`src/hdl/tts_pkg.sv`:
```
// Shared types, codes and constants for the table-driven token splitter.
`default_nettype none

package tts_pkg;

    // Default number of transition table slots
    localparam int TABLE_DEPTH_DEF = 32;

    // Token length saturation for the buffer size limit
    localparam int LEN_CAP = 4096;

    // Request command codes
    localparam logic [1:0] CMD_WRITE = 2'd0;
    localparam logic [1:0] CMD_BEGIN = 2'd1;
    localparam logic [1:0] CMD_CHAR  = 2'd2;
    localparam logic [1:0] CMD_END   = 2'd3;

    // One transition table entry
    typedef struct packed {
        logic [7:0] st;
        logic [7:0] ch;
        logic       any;
        logic [7:0] nxt;
        logic       keep;
        logic       skip;
    } tts_entry_t;

    // One result
    typedef struct packed {
        logic [7:0] out_char;
        logic       char_kept;
        logic       token_end;
        logic [7:0] state_out;
        logic       too_long;
    } tts_res_t;

    // Commands from the controller to the datapath
    typedef struct packed {
        logic wr_entry;
        logic begin_tok;
        logic end_tok;
        logic start_scan;
        logic step;
        logic finish;
        logic finish_hit;
        logic post;
    } tts_ctrl_t;

    // Status from the datapath to the controller
    typedef struct packed {
        logic n_zero;
        logic match;
        logic last;
    } tts_stat_t;

endpackage

`default_nettype wire

```
`src/hdl/tts_dp.sv`:
```
// Datapath: transition table memory, lexer state, token length and result registers.
`default_nettype none

module tts_dp #(
    parameter int TABLE_DEPTH = tts_pkg::TABLE_DEPTH_DEF
) (
    input  wire logic              clk,
    input  wire logic              rst_n,
    input  wire tts_pkg::tts_ctrl_t ctrl,
    output tts_pkg::tts_stat_t     stat,
    input  wire logic [5:0]        entry_count,
    input  wire logic [12:0]       buffer_size,
    input  wire logic [4:0]        entry_index,
    input  wire logic [7:0]        entry_state,
    input  wire logic [7:0]        entry_char,
    input  wire logic              entry_any,
    input  wire logic [7:0]        entry_next,
    input  wire logic              entry_keep,
    input  wire logic              entry_skip,
    input  wire logic [7:0]        start_state,
    input  wire logic [7:0]        char_in,
    output logic [7:0]             out_char,
    output logic                   char_kept,
    output logic                   token_end,
    output logic [7:0]             state_out,
    output logic                   too_long
);
    import tts_pkg::*;

    localparam int IDX_W = (TABLE_DEPTH > 1) ? $clog2(TABLE_DEPTH) : 1;
    localparam int CW    = $clog2(TABLE_DEPTH + 1);

    tts_entry_t tbl_mem [TABLE_DEPTH];
    tts_entry_t rd_reg;
    tts_entry_t wr_entry;

    logic [7:0]    state_reg;
    logic [11:0]   len_reg;
    logic [CW-1:0] cnt_reg;
    logic [7:0]    char_reg;
    tts_res_t      res_reg;
    tts_res_t      out_res_reg;

    logic [IDX_W-1:0] wr_addr;
    logic [IDX_W-1:0] rd_addr;
    logic             wr_in_range;
    logic [CW-1:0]    n_lim;

    logic        kept;
    logic        ended;
    logic        flag;
    logic [7:0]  state_next;
    logic [11:0] len_next;
    logic [12:0] len_sum;
    logic [12:0] lim;
    tts_res_t    fin_res;
    tts_res_t    end_res;

    // Assemble the entry and its slot address
    assign wr_entry    = '{st: entry_state, ch: entry_char, any: entry_any,
                           nxt: entry_next, keep: entry_keep, skip: entry_skip};
    assign wr_in_range = (32'(entry_index) < 32'(TABLE_DEPTH));
    assign wr_addr     = IDX_W'(entry_index);
    assign rd_addr     = IDX_W'(cnt_reg);

    // Clamp the searched entry count to the table depth
    always_comb
    begin
        if (32'(entry_count) > 32'(TABLE_DEPTH))
        begin
            n_lim = CW'(TABLE_DEPTH);
        end
        else
        begin
            n_lim = CW'(entry_count);
        end
    end

    // Report scan status
    assign stat.n_zero = (n_lim == '0);
    assign stat.last   = (cnt_reg == n_lim);
    assign stat.match  = (rd_reg.st == state_reg) && (rd_reg.any || (rd_reg.ch == char_reg));

    // Resolve the character against the hit entry, if any
    always_comb
    begin
        kept       = !ctrl.finish_hit || rd_reg.keep;
        ended      = ctrl.finish_hit && !rd_reg.keep && !rd_reg.skip;
        state_next = ctrl.finish_hit ? rd_reg.nxt : state_reg;
        lim        = (buffer_size > 13'(LEN_CAP)) ? 13'(LEN_CAP) : buffer_size;
        len_sum    = {1'b0, len_reg} + {12'd0, kept};
        flag       = !ended && (len_sum >= lim);
        len_next   = (ended || flag) ? 12'd0 : len_sum[11:0];
        fin_res    = '{out_char: char_reg, char_kept: kept, token_end: ended,
                       state_out: state_next, too_long: flag};
        end_res    = '{out_char: 8'd0, char_kept: 1'b0, token_end: 1'b1,
                       state_out: state_reg, too_long: 1'b0};
    end

    // Write the table and read one entry per cycle
    always_ff @(posedge clk)
    begin
        if (ctrl.wr_entry && wr_in_range)
        begin
            tbl_mem[wr_addr] <= wr_entry;
        end
        rd_reg <= tbl_mem[rd_addr];
    end

    // Hold lexer state, token length and scan counter
    always_ff @(posedge clk or negedge rst_n)
    begin
        if (!rst_n)
        begin
            state_reg <= 8'd0;
            len_reg   <= 12'd0;
            cnt_reg   <= '0;
        end
        else
        begin
            if (ctrl.begin_tok)
            begin
                state_reg <= start_state;
                len_reg   <= 12'd0;
            end
            if (ctrl.end_tok)
            begin
                len_reg <= 12'd0;
            end
            if (ctrl.start_scan)
            begin
                cnt_reg <= '0;
            end
            if (ctrl.step)
            begin
                cnt_reg <= cnt_reg + CW'(1);
            end
            if (ctrl.finish)
            begin
                state_reg <= state_next;
                len_reg   <= len_next;
            end
        end
    end

    // Capture the character, park the result, load the output register
    always_ff @(posedge clk)
    begin
        if (ctrl.start_scan)
        begin
            char_reg <= char_in;
        end
        if (ctrl.finish)
        begin
            res_reg <= fin_res;
        end
        if (ctrl.end_tok)
        begin
            res_reg <= end_res;
        end
        if (ctrl.post)
        begin
            out_res_reg <= res_reg;
        end
    end

    assign out_char  = out_res_reg.out_char;
    assign char_kept = out_res_reg.char_kept;
    assign token_end = out_res_reg.token_end;
    assign state_out = out_res_reg.state_out;
    assign too_long  = out_res_reg.too_long;

endmodule

`default_nettype wire

```
`src/hdl/tts_ctrl.sv`:
```
// Controller: sequences table writes, token commands, the table scan and result posting.
`default_nettype none

module tts_ctrl (
    input  wire logic               clk,
    input  wire logic               rst_n,
    input  wire logic               in_valid,
    output logic                    in_ready,
    input  wire logic [1:0]         cmd,
    output logic                    out_valid,
    input  wire logic               out_ready,
    output tts_pkg::tts_ctrl_t      ctrl,
    input  wire tts_pkg::tts_stat_t stat
);
    import tts_pkg::*;

    typedef enum logic [1:0] {
        S_IDLE,
        S_FETCH,
        S_CHECK,
        S_POST
    } state_t;

    state_t state_reg;
    state_t state_next;
    logic   out_valid_reg;
    logic   out_valid_next;
    logic   accept;
    logic   slot_free;

    assign in_ready  = (state_reg == S_IDLE);
    assign accept    = in_valid && in_ready;
    assign slot_free = !out_valid_reg || out_ready;
    assign out_valid = out_valid_reg;

    // Decode the next state and the datapath commands
    always_comb
    begin
        state_next = state_reg;
        ctrl       = '0;
        unique case (state_reg)
            S_IDLE:
            begin
                if (accept)
                begin
                    unique case (cmd)
                        CMD_WRITE: ctrl.wr_entry  = 1'b1;
                        CMD_BEGIN: ctrl.begin_tok = 1'b1;
                        CMD_END:
                        begin
                            ctrl.end_tok = 1'b1;
                            state_next   = S_POST;
                        end
                        CMD_CHAR:
                        begin
                            ctrl.start_scan = 1'b1;
                            state_next      = S_FETCH;
                        end
                    endcase
                end
            end
            S_FETCH:
            begin
                if (stat.n_zero)
                begin
                    ctrl.finish = 1'b1;
                    state_next  = S_POST;
                end
                else
                begin
                    ctrl.step  = 1'b1;
                    state_next = S_CHECK;
                end
            end
            S_CHECK:
            begin
                priority if (stat.match)
                begin
                    ctrl.finish     = 1'b1;
                    ctrl.finish_hit = 1'b1;
                    state_next      = S_POST;
                end
                else if (stat.last)
                begin
                    ctrl.finish = 1'b1;
                    state_next  = S_POST;
                end
                else
                begin
                    ctrl.step = 1'b1;
                end
            end
            S_POST:
            begin
                if (slot_free)
                begin
                    ctrl.post  = 1'b1;
                    state_next = S_IDLE;
                end
            end
            default:
            begin
                state_next = S_IDLE;
            end
        endcase
    end

    // Set output valid on a post, drop it when the result is taken
    always_comb
    begin
        priority if (ctrl.post)
        begin
            out_valid_next = 1'b1;
        end
        else if (out_ready)
        begin
            out_valid_next = 1'b0;
        end
        else
        begin
            out_valid_next = out_valid_reg;
        end
    end

    // Hold state and output valid
    always_ff @(posedge clk or negedge rst_n)
    begin
        if (!rst_n)
        begin
            state_reg     <= S_IDLE;
            out_valid_reg <= 1'b0;
        end
        else
        begin
            state_reg     <= state_next;
            out_valid_reg <= out_valid_next;
        end
    end

    // A result is posted only into a free output register
    a_post_free: assert property (@(posedge clk) disable iff (!rst_n)
        ctrl.post |-> slot_free)
        else $error("result posted over an unread result");

    // A character request starts the scan with a fetch
    a_char_fetch: assert property (@(posedge clk) disable iff (!rst_n)
        (accept && (cmd == CMD_CHAR)) |=> (state_reg == S_FETCH))
        else $error("character request did not start the scan");

    // A finished item is posted before the next request is taken
    a_finish_post: assert property (@(posedge clk) disable iff (!rst_n)
        ctrl.finish |=> ((state_reg == S_POST) && !in_ready))
        else $error("finished item not held for posting");

    // Scan steps only while fetching or checking
    a_step_scan: assert property (@(posedge clk) disable iff (!rst_n)
        ctrl.step |-> ((state_reg == S_FETCH) || (state_reg == S_CHECK)))
        else $error("scan step outside the scan");

endmodule

`default_nettype wire

```
`src/hdl/table_driven_token_splitter.sv`:
```
// Top level: configuration registers, controller and datapath of the token splitter.
//
//  Channel  Dir  Handshake            Payload
//  in       in   in_valid/in_ready    cmd, entry_*, start_state, char_in
//  out      out  out_valid/out_ready  out_char, char_kept, token_end, state_out, too_long
//  cfg      in   APB psel/penable     paddr[2] selects entry_count or buffer_size
//
// Write and begin requests finish on acceptance; end of input also passes through the post step.
// A character is fetched, then checked against the table entries in order up to and
// including the first hit, or all min(entry_count, TABLE_DEPTH) when none hits, then posted:
// the table has one read port and the scan reads one entry per cycle.
// Reset clears state, token length and registers; the table is not cleared.
// The output register holds a result while the next request is accepted; a new
// result waits in the post step until the previous one is taken.
`default_nettype none

module table_driven_token_splitter #(
    parameter int TABLE_DEPTH = tts_pkg::TABLE_DEPTH_DEF
) (
    input  wire logic        clk,
    input  wire logic        rst_n,
    input  wire logic        in_valid,
    output logic             in_ready,
    input  wire logic [1:0]  cmd,
    input  wire logic [4:0]  entry_index,
    input  wire logic [7:0]  entry_state,
    input  wire logic [7:0]  entry_char,
    input  wire logic        entry_any,
    input  wire logic [7:0]  entry_next,
    input  wire logic        entry_keep,
    input  wire logic        entry_skip,
    input  wire logic [7:0]  start_state,
    input  wire logic [7:0]  char_in,
    output logic             out_valid,
    input  wire logic        out_ready,
    output logic [7:0]       out_char,
    output logic             char_kept,
    output logic             token_end,
    output logic [7:0]       state_out,
    output logic             too_long,
    input  wire logic        psel,
    input  wire logic        penable,
    input  wire logic        pwrite,
    input  wire logic [2:0]  paddr,
    input  wire logic [31:0] pwdata,
    output logic [31:0]      prdata,
    output logic             pready
);
    import tts_pkg::*;

    localparam logic REG_ENTRY_COUNT = 1'b0;
    localparam logic REG_BUFFER_SIZE = 1'b1;

    logic [5:0]  entry_count_reg;
    logic [12:0] buffer_size_reg;
    logic        cfg_wr;
    tts_ctrl_t   ctrl;
    tts_stat_t   stat;

    assign pready = 1'b1;
    assign cfg_wr = psel && penable && pwrite && pready;

    // Write configuration registers
    always_ff @(posedge clk or negedge rst_n)
    begin
        if (!rst_n)
        begin
            entry_count_reg <= 6'd0;
            buffer_size_reg <= 13'd64;
        end
        else if (cfg_wr)
        begin
            unique case (paddr[2])
                REG_ENTRY_COUNT: entry_count_reg <= pwdata[5:0];
                REG_BUFFER_SIZE: buffer_size_reg <= pwdata[12:0];
            endcase
        end
    end

    // Read back configuration registers
    always_comb
    begin
        unique case (paddr[2])
            REG_ENTRY_COUNT: prdata = {26'd0, entry_count_reg};
            REG_BUFFER_SIZE: prdata = {19'd0, buffer_size_reg};
        endcase
    end

    tts_ctrl u_ctrl (
        .clk       (clk),
        .rst_n     (rst_n),
        .in_valid  (in_valid),
        .in_ready  (in_ready),
        .cmd       (cmd),
        .out_valid (out_valid),
        .out_ready (out_ready),
        .ctrl      (ctrl),
        .stat      (stat)
    );

    tts_dp #(
        .TABLE_DEPTH (TABLE_DEPTH)
    ) u_dp (
        .clk         (clk),
        .rst_n       (rst_n),
        .ctrl        (ctrl),
        .stat        (stat),
        .entry_count (entry_count_reg),
        .buffer_size (buffer_size_reg),
        .entry_index (entry_index),
        .entry_state (entry_state),
        .entry_char  (entry_char),
        .entry_any   (entry_any),
        .entry_next  (entry_next),
        .entry_keep  (entry_keep),
        .entry_skip  (entry_skip),
        .start_state (start_state),
        .char_in     (char_in),
        .out_char    (out_char),
        .char_kept   (char_kept),
        .token_end   (token_end),
        .state_out   (state_out),
        .too_long    (too_long)
    );

endmodule

`default_nettype wire

```
`config.mk`:
```
export PLATFORM = sky130hd
export DESIGN_NAME = table_driven_token_splitter
export DESIGN_NICKNAME = d
export VERILOG_FILES = /design/src/hdl/tts_pkg.sv /design/src/hdl/tts_dp.sv /design/src/hdl/tts_ctrl.sv /design/src/hdl/table_driven_token_splitter.sv
export SDC_FILE = /design/constraint.sdc
export NUM_CORES = 1
export LEC_CHECK = 0
export BUFFER_PORTS_ARGS = -buffer_cell sky130_fd_sc_hd__buf_4
export CAP_MARGIN = 30
export CORE_ASPECT_RATIO = 1.1
export CORE_MARGIN = 2
export CORE_UTILIZATION = 45
export DETAILED_ROUTE_END_ITERATION = 16
export PLACE_DENSITY_LB_ADDON = 0.08
export SETUP_SLACK_MARGIN = 0.3
export SYNTH_ARGS = -nofsm -noshare
export SYNTH_HDL_FRONTEND = slang
export SYNTH_SLANG_ARGS = --single-unit
export TNS_END_PERCENT = 100
```
`constraint.sdc`:
```
create_clock -name clk -period 5.34 [get_ports clk]
set_input_delay 0.534 -clock clk [delete_from_list [all_inputs] [get_ports clk]]
set_output_delay 0.534 -clock clk [all_outputs]
set_load 0.03 [all_outputs]
```
==> run metrics <==
max-slew violations=0; register area share after synthesis=75.4%; 1st-iter DRT viols=1483; placed cells=2989; hold crit path type=in2reg; RSZ-0062 raised after global routing=false; Worst Skew=15.8 ps; Slew headroom=37.1%; Synth Register Bits=985; first-pass GRT wire length=132 mm; Worst setup EP type=flop; fin crit period=~4700 ps; Mean Syn Cell Area=21.7 um2; initial antenna violation count=4; Pwr Density=about 480 nW/um2; CP Class=reg2reg; GP Congestion=0.816; Rows=~110; number of CTS-inserted buffers=~100; final wirelength=91.8 mm; synth unique cells=59; CTS tree=yes; fin worst setup slack=634 ps; Tcrit/Tclk final=88.1%; post-DP HPWL=52.7 mm; clk_lat worst skew=660 ps; nets@finish=2066; # setup viols final=0; layout cell share with drive strength beyond 1=roughly 34%; Via density=5.72; Reg clk slew, reported paths=60 ps; number of H-tree levels=3; ys flop type=edfxtp_1; TritonCTS Sinks=985; CP Max Fanout=6; top cells by area, synth=edfxtp_1 70%, mux4_2 16%, dfrtp_1 3.1%; vias in the first global route=18892; antenna viol nets, final=0; LEAKAGE=between 10 and 15 nW; total power=approximately 0.021 W; Finished Layout Cells=3180; worst slew pin tran=941 ps; cell area after synthesis=about 38000 um2; warnings from Yosys=0; WP data required=~5900 ps; gr usage total=21.5%; antenna diode count=0; GR Overflow Total=0; Initial Utilization=between 40% and 50%; Die H=310 um; startpoint types=flop; most instantiated library cell after synthesis=edfxtp_1; area grow syn2layout=15.1%; routed length per placed instance=28.9 um; Die ar.=87700 um2; drt pass-1 iters=5; post-synth top area cell=edfxtp_1; Cells after Synth=1772; die width=283 um; Synth async-reset ratio=4.87%; I/O pins=between 100 and 150; Root Driver=clkbuf_16; share of the synthesized area in the top cell type=a little over two thirds; FMAX=212 MHz; number of flip-flops under the largest register name=864; Post-synth EDFFs=899; DRC viols=0; # port buffers=104; TNS Setup=0 ps; Post-synth top cells=899 x edfxtp_1, 270 x mux4_2, 83 x nor2_1; max-capacitance violation count=0; CTS max path bufs=3; pre-CTS setup slack=314 ps; Final Util=52.2%; final hold viol count=0; pin count of the biggest net entering global routing=105; crit path DAT=5280 ps; total core area=84800 um2; Vias=18189; outcome=finished clean; worst vdd ir=0.000308 V
[routing by layer]
metal / vias to the layer above / GRT usage, % / wire (um)
met2: 526 / 35.9 / 46400
met4: 2 / 5.91 / 1880
met1: 9828 / 29.2 / 38100
met3: 125 / 3.93 / 5430
li1: 7708 / - / -
met5: - / 0 / 16
[path summary, 6_finish.rpt]
kind                                       start                end  slack [ps]  depth (start not counted)
worst max register to register  u_dp.char_reg[5]    u_dp.len_reg[7]         630                         20
worst min-delay path                  char_in[5]   u_dp.char_reg[5]          60                          1
worst max-delay path            u_dp.char_reg[5]    u_dp.len_reg[7]         630                         20
min in group asynchronous                  rst_n   u_dp.len_reg[10]         470                          2
max in group asynchronous                  rst_n    u_dp.cnt_reg[2]        4380                          2
worst min register to register   u_dp.res_reg[3]  u_dp.state_out[2]         420                          0
[area by class of cell]
cell class | instances | area (um2)
fill | 6668 | 40500
timing repair buffer | 164 | 1360
clock buffer | 123 | 2670
clock inverter | 66 | 602
inverter | 8 | 30.0
multi-input combinational | 694 | 9170
sequential | 985 | 29000
tap | 1140 | 1430
[cell families after synthesis]
kind of cell | share of synthesized area, %
other cells | 0.0195
simple gates | 2.89
fa+ha+maj | 0.651
mux | 17.6
flops | 75.4
compound gates | 1.36
xor+xnor | 0.501
buf+inv | 1.60
[cell usage in the layout (no fill, tap or decap), types with 26 or more instances in the layout]
cell         n
clkinv_1    26
clkbuf_16  102
edfxtp_1   899
dfxtp_1     38
mux4_2     270
mux2_2      52
nand2_1     43
nor2_1      51
nor2_4      32
dfrtp_1     42
buf_4      152
[per-stage QoR]
step / hold WS (ps) / area [um2]
after floorplan: 238 / 38500
after global placement: 402 / 40800
after detailed placement: 405 / 40900
after CTS: 11.2 / 44200
after global routing: 34.8 / 44200
final: 57.3 / 44200
[power breakdown]
| group | switching, W | total (W) | internal [W] |
|---|---|---|---|
| registers | 0.000486 | 0.00929 | 0.00880 |
| logic | 0.00245 | 0.00498 | 0.00252 |
| clock network | 0.00290 | 0.00694 | 0.00404 |
| total | 0.00584 | 0.0212 | 0.0154 |
[worst max-delay path: stages, from the launching register on]
cell and delay (ps):
edfxtp_1 410, xor2_1 180, nor4_1 370, a41o_1 390
nand3_1 130, or2_2 300, ha_1 200, ha_1 200
nand3_1 140, nor2_1 70, nand3_1 130, nor2_1 70
or2_2 270, ha_1 290, and4_1 180, a31oi_1 160
a21oi_1 100, a311oi_2 390, o31a_1 380, o211ai_1 140
o21ai_0 110
[what timing repair did]
| item | 4_1_cts | 5_1_grt |
|---|---|---|
| hold buffers | 1 | 0 |
| setup buffers | 0 | 0 |
| resized for setup | 0 | 2 |
| setup endpoints to repair | 0 | 12 |
| hold endpoints to repair | 47 | 0 |
Power figures use the tool's default switching activity.
